--- config.mk ---
export PLATFORM = sky130hd
export DESIGN_NAME = gma_mag
export DESIGN_NICKNAME = d
export VERILOG_FILES = /design/src/rtl/gma_pkg.sv /design/src/rtl/gma_mag.sv
export SDC_FILE = /design/constraint.sdc
export NUM_CORES = 2
export LEC_CHECK = 0
export BUFFER_PORTS_ARGS = -buffer_cell sky130_fd_sc_hd__buf_2
export CORE_UTILIZATION = 59
export CTS_CLUSTER_DIAMETER = 120
export DETAILED_ROUTE_END_ITERATION = 8
export PLACE_DENSITY = 0.78
export SYNTH_ARGS = -nofsm -noshare
export SYNTH_HDL_FRONTEND = slang
export SYNTH_SLANG_ARGS = --single-unit
--- constraint.sdc ---
create_clock -name clk -period 6.7 [get_ports clk]
set_input_delay 0.335 -clock clk [delete_from_list [all_inputs] [get_ports clk]]
set_output_delay 0.335 -clock clk [all_outputs]
set_load 0.1 [all_outputs]
--- src/rtl/gma_pkg.sv ---
// Shared types, widths and arctangent constants of the gradient magnitude/angle block.
package gma_pkg;

	localparam int MAG_BITS = 16;
	localparam logic [MAG_BITS-1:0] MAG_MAX = '1;

	// Vectoring rotator: 63-bit signed words hold Q58 angles and the scaled vector.
	localparam int CW = 63;
	localparam int CORDIC_STEPS = 58;
	localparam int CORDIC_SPAN = 61;
	localparam int SERIES_TERMS = 32;

	// Angle widths: a quarter turn fits 59 bits, a full turn 61 bits.
	localparam int A_W = 59;
	localparam int TH_W = 61;

	localparam logic [63:0] ONE_Q62 = 64'h4000_0000_0000_0000;

	typedef struct packed {
		logic x_neg;
		logic y_neg;
		logic x_zero;
		logic y_zero;
	} quad_t;

	typedef logic [CORDIC_STEPS-1:0][63:0] atan_tab_t;

	// Truncating long division; only ever evaluated while building constants
	function automatic logic [63:0] const_div64(input logic [63:0] num,
			input logic [63:0] den);
		logic [64:0] r;
		logic [63:0] q;
		r = '0;
		q = '0;
		for (int b = 63; b >= 0; b--) begin
			r = {r[63:0], num[b]};
			if (r >= {1'b0, den}) begin
				r = r - {1'b0, den};
				q[b] = 1'b1;
			end
		end
		return q;
	endfunction

	// atan(2^-sh) in Q62 by the alternating power series
	function automatic logic [63:0] atan_pow2_q62(input int unsigned sh);
		logic [63:0] p;
		logic [63:0] t;
		logic [63:0] k;
		logic [63:0] acc;
		p = ONE_Q62 >> sh;
		k = '0;
		acc = '0;
		for (int n = 0; n < SERIES_TERMS; n++) begin
			if (p != '0) begin
				t = const_div64(p, 64'd2 * k + 64'd1);
				if (k[0]) acc = acc - t;
				else acc = acc + t;
				p = p >> (2 * sh);
				k = k + 64'd1;
			end
		end
		return acc;
	endfunction

	// atan(1/3) in Q62
	function automatic logic [63:0] atan_third_q62();
		logic [63:0] p;
		logic [63:0] t;
		logic [63:0] k;
		logic [63:0] acc;
		p = const_div64(ONE_Q62, 64'd3);
		k = '0;
		acc = '0;
		for (int n = 0; n < SERIES_TERMS; n++) begin
			if (p != '0) begin
				t = const_div64(p, 64'd2 * k + 64'd1);
				if (k[0]) acc = acc - t;
				else acc = acc + t;
				p = const_div64(p, 64'd9);
				k = k + 64'd1;
			end
		end
		return acc;
	endfunction

	localparam logic [63:0] PI4_Q58 = (atan_pow2_q62(1) + atan_third_q62() + 64'd8) >> 4;

	function automatic atan_tab_t build_atan_tab();
		atan_tab_t tab;
		tab[0] = PI4_Q58;
		for (int i = 1; i < CORDIC_STEPS; i++) begin
			tab[i] = (atan_pow2_q62(i) + 64'd8) >> 4;
		end
		return tab;
	endfunction

	localparam atan_tab_t ATAN_TAB = build_atan_tab();

	localparam logic [A_W-1:0] HALF_PI = A_W'(PI4_Q58 * 64'd2);
	localparam logic [TH_W-1:0] PI_Q = TH_W'(PI4_Q58 * 64'd4);
	localparam logic [TH_W-1:0] TWO_PI = TH_W'(PI4_Q58 * 64'd8);

endpackage

--- src/rtl/gma_mag.sv ---
// Magnitude pipeline: squares, sum and a digit-per-stage rounded square root.
module gma_mag import gma_pkg::*; #(
	parameter int IN_BITS = 16
) (
	input  logic                clk,
	input  logic                en,
	input  logic [IN_BITS-1:0]  xm,
	input  logic [IN_BITS-1:0]  ym,
	output logic [MAG_BITS-1:0] magnitude
);

	localparam int SQ_W = 2 * IN_BITS;

	logic [SQ_W-1:0] xx_s1;
	logic [SQ_W-1:0] yy_s1;
	logic [SQ_W-1:0] rem_s [IN_BITS+1];
	logic [SQ_W-1:0] root_s [IN_BITS+1];
	logic [SQ_W-1:0] rem_c [IN_BITS];
	logic [SQ_W-1:0] root_c [IN_BITS];
	logic [SQ_W:0] root_rnd;
	logic [MAG_BITS-1:0] mag_s;

	// One result bit per stage, trial bit walking down by powers of four
	for (genvar k = 0; k < IN_BITS; k++) begin : g_root
		localparam logic [SQ_W-1:0] BITK = SQ_W'(1) << (SQ_W - 2 - 2 * k);
		logic [SQ_W:0] trial;
		logic fits;
		assign trial = {1'b0, root_s[k]} + {1'b0, BITK};
		assign fits = {1'b0, rem_s[k]} >= trial;
		assign rem_c[k] = fits ? (rem_s[k] - trial[SQ_W-1:0]) : rem_s[k];
		assign root_c[k] = fits ? ((root_s[k] >> 1) + BITK) : (root_s[k] >> 1);
	end

	// Round up when the remainder exceeds the root, then saturate
	assign root_rnd = {1'b0, root_s[IN_BITS]} +
		(SQ_W+1)'(rem_s[IN_BITS] > root_s[IN_BITS]);

	always_ff @(posedge clk) begin
		if (en) begin
			xx_s1 <= {{IN_BITS{1'b0}}, xm} * {{IN_BITS{1'b0}}, xm};
			yy_s1 <= {{IN_BITS{1'b0}}, ym} * {{IN_BITS{1'b0}}, ym};
			rem_s[0] <= xx_s1 + yy_s1;
			root_s[0] <= '0;
			for (int k = 0; k < IN_BITS; k++) begin
				rem_s[k+1] <= rem_c[k];
				root_s[k+1] <= root_c[k];
			end
			mag_s <= (root_rnd > (SQ_W+1)'(MAG_MAX)) ? MAG_MAX : root_rnd[MAG_BITS-1:0];
		end
	end

	assign magnitude = mag_s;

endmodule

==> results.tsv <==
stage	metric	value	unit
outcome	status	finished, final reports clean	
timing	rsz0062_at_grt	false	
clocking	clk_root_buffer_cell	clkbuf_16	
global_route	global_route.peak_usage_layer	met2	
yosys	post_synth_and_or_nand_nor_area_fraction	0.112	
pwr	sw_frac_of_total	0.406	
routing	drt_pre_antenna_iters	6	
clocking	cts-root-to-sink-buffers	3	
worst_setup_path	timing.reg2reg.setup_slack	2.81	ns
global_route	gr-usage-met3	0.0278	
worst_setup_path	worstSetupPathDepth	24	
worst_setup_path	worst_setup_path_startpoint	ym[10]	
clocking	post_cts.resized_instances	0	
yosys	synth-xor-area-share	0.0544	
timing	final_critical_path_setup_slack	0.736	ns
worst_setup_path	crit_path_end	yy_s1[31]	
place	dpl_cell_area	51900	sq um
yosys	synth_seq_area_share	0.453	
die	overall_die_area	86400	sq um
timing	setup_total_negative_slack	0	ns
pwr	p_int	14900	uW
yosys	synth.mux.area_fraction	0.00759	
die	core.rowCount	106	
place	placed_cells_incl_taps	5527	
clocking	cts_setup_buffers	0	
timing	slew_viol_final	0	
yosys	synth_adder_area_share	0.230	
routing	dr_total_vias	31994	
worst_setup_path	timing.critical_path.fanout_max	15	
cells_and_area	num-nets-final	5234	
pwr	powerDensity	461	nW/um^2
cells_and_area	fin_cells	5666	
worst_setup_path	crit_family	adder cells	
cells_and_area	final_area	54400	sq um
yosys	synthesis.area	50300	sq um
global_route	met1_usage	0.302	
worst_setup_path	r2r-end	rem_s[0][437]	
die	fp.coreArea	84000	sq um
global_route	first_global_vias	32501	
worst_setup_path	cp_slowest_cell	fa_1	
pwr	power.switching	10200	uW
timing	period_minus_slack	5.96	ns
routing	routed_wire_length_per_instance	18.0	microns
cells_and_area	final_cell_mix	758 x edfxtp_1, 734 x inv_1, 401 x ha_1	
place	gp_congestion	0.911	
clocking	worst_setup_hold_path_clk_slew	0.06	ns
global_route	met2_usage	0.435	
timing	setup_viol	0	
routing	drtAntennaViolNets	0	
clocking	insertion_delay	0.63	ns
worst_setup_path	r2r.worst_path.cells	8	
worst_setup_path	regToRegStartpoint	rem_s[0][391]	
run	maxCapViolCount	0	
worst_setup_path	worst_ep_required_time	7.07	ns
routing	initialDrtViolationCount	2088	
yosys	number_of_synthesized_flops_with_an_enable_pin	758	
cells_and_area	diodes	0	
timing	worst_slew_pin_slew	1.16	ns
worst_setup_path	path_class	input port to flip-flop	
cells_and_area	fill_cells	6257	
worst_setup_path	number_of_buffers_and_inverters_on_the_critical_path	7	
place	io_buffer_count	49	
min_path	min_delay_path_depth	1	
die	die_h	294	microns
routing	drt-total-wl	102000	microns
routing	remaining_drc_errors	0	
yosys	synth_warnings	0	
global_route	maximum_number_of_pins_on_one_net_before_global_route_repair	181	
global_route	grt.total_usage	0.243	
pwr	leakagePower	0.0236	uW
yosys	syn_inst	4390	
yosys	fraction_of_the_mapped_netlist_area_in_compound_gates	0.0818	
global_route	global_route_wire_length_before_repair	166000	microns
timing	timing.slew.headroom	0.225	
pwr	power.total	25100	uW
global_route	gr-total-overflow	0	
worst_setup_path	crit_path_start_kind	input port	
yosys	synth-main-ff-cell	edfxtp_1	
die	die_w	294	microns
place	preCtsSetupSlack	0.170	ns
clocking	tritoncts_num_sinks	758	
cells_and_area	final_common_cell	edfxtp_1	
min_path	timing.hold.worst.class	input port to flip-flop	
pwr	sequentialPowerShare	0.307	
die	initial_utilization	0.599	
yosys	synth_top_family_by_area	adder cells	
worst_setup_path	crit_path_end_kind	flip-flop	
routing	viasPerCell	5.65	
worst_setup_path	critPathMaxStageDelay	0.54	ns
global_route	initial_antenna_violation_count	1	
yosys	synth_cell_type_count	82	
worst_setup_path	worstPathArrival	6.33	ns
timing	timing_hold_violations_final	0	
timing	maxClockFrequency	168	MHz
place	dp_hpwl	78800	microns
clocking	h_tree_lvl_count	3	
clocking	numCtsBuffers	76	
yosys	syn_nets	5153	
cells_and_area	layout-drive-gt1-share	0.0598	
yosys	synthesis.area_per_instance	11.4	sq um
timing	finalCritPeriodShare	0.890	
worst_setup_path	worst_path_cell_trace	buf_2, and2_1, fa_1, inv_1, fa_1, inv_1, fa_1, inv_1, fa_1, inv_1, fa_1, inv_1, fa_1, inv_1, ha_1, nand2_1, nor2_1, nand3_1, o211ai_1, o211a_1, nand4_1, a32oi_1, a211o_1, xnor2_1	
clocking	tritoncts_clock_tree	built	
pwr	power_frac_comb	0.522	
cells_and_area	area_delta_synth_final	8.31	%
timing	clock_skew	0.0319	ns
yosys	synth-async-reset-ratio	0	
die	ioPinCount	50	
pwr	worst_ir_drop_vdd	0.000827	V
pwr	p_clk_frac	0.171	
clocking	cts_hold_repair.buffers	0	
yosys	number_of_synthesized_register_bits	758	
-- registers in the layout, summed over array words and instances (netlist names) --
name / count
xx_s1: 31
yy_s1: 31
root_s: 136
rem_s: 544
magnitude: 16
-- area by class of cell --
class,instances,area [sq um],share of cell area
multi-input cells,2824,24500,0.449
inverters,734,2760,0.0506
repair buffers,77,503,0.00924
clock inverters,53,572,0.0105
well taps,1134,1420,0.0261
clock buffers,86,1960,0.0360
flip-flops and latches,758,22800,0.418
-- worst reg2reg max path, delay by kind of cell (launching register included) --
family	cells	cell delay, ns
buffers and inverters	1	0.11
xor gates and xnor gates	1	0.12
DFF	1	0.42
AOI/OAI and AO/OA	2	0.94
adders and majority gates	1	0.20
and+or+nand+nor	3	1.83
-- kinds of logic (layout without fill, tap and decap cells) --
kind of cell | Yosys count | count (layout)
mux | 35 | 35
xor+xnor | 312 | 312
simple gates | 1115 | 1115
flops | 758 | 758
compound gates | 633 | 633
buf+inv | 808 | 950
fa+ha+maj | 729 | 729
-- power groups by stage --
stage | combinational, uW | clock (uW) | sequential, uW
floorplan | 9720 | 0 | 7490
global route | 14800 | 4540 | 7780
detailed placement | 13000 | 0 | 7790
global placement | 12700 | 0 | 7760
CTS | 13200 | 4370 | 7710
finish | 13100 | 4290 | 7710
-- per-layer routing --
metal,share of wire,vias up
met1,0.40,15672
met2,0.52,838
met3,0.045,213
met5,0,-
met4,0.035,0
li1,-,15271
-- stage by stage --
step / hold WS, ns / util
2_1_floorplan: 0.417 / -
3_3_place_gp: 0.424 / 0.618
4_1_cts: 0.0596 / 0.648
5_1_grt: 0.0794 / 0.648
6_report: 0.0882 / 0.648
3_5_place_dp: 0.429 / 0.618
-- synthesized netlist by cell type, drive strengths merged, types with 40 or more instances --
| cell type | number | share of area |
|---|---|---|
| ha | 401 | 0.10 |
| nor2 | 191 | 0.014 |
| clkbuf | 66 | 0.0049 |
| xor2 | 133 | 0.023 |
| xnor2 | 179 | 0.031 |
| nor2b | 42 | 0.0052 |
| a21oi | 140 | 0.014 |
| nor3 | 93 | 0.0096 |
| inv | 734 | 0.055 |
| a21o | 74 | 0.011 |
| o21ai | 175 | 0.018 |
| nor4 | 78 | 0.010 |
| o21a | 51 | 0.0076 |
| nand3 | 40 | 0.0040 |
| fa | 328 | 0.13 |
| nand4 | 41 | 0.0051 |
| and2 | 99 | 0.012 |
| nand2b | 44 | 0.0055 |
| edfxtp | 758 | 0.45 |
| nand2 | 354 | 0.026 |
-- how the worst min path moves through the flow --
stage,startpoint,end,slack [ns]
2_1_floorplan,rem_s[0][144],rem_s[0][176],0.42
3_3_place_gp,rem_s[0][109],rem_s[0][141],0.42
3_5_place_dp,rem_s[0][109],rem_s[0][141],0.43
4_1_cts,ym[0],yy_s1[0],0.06
5_1_grt,ym[0],yy_s1[0],0.08
6_report,ym[0],yy_s1[0],0.09
Note: power is estimated with default switching activity, not from simulation.
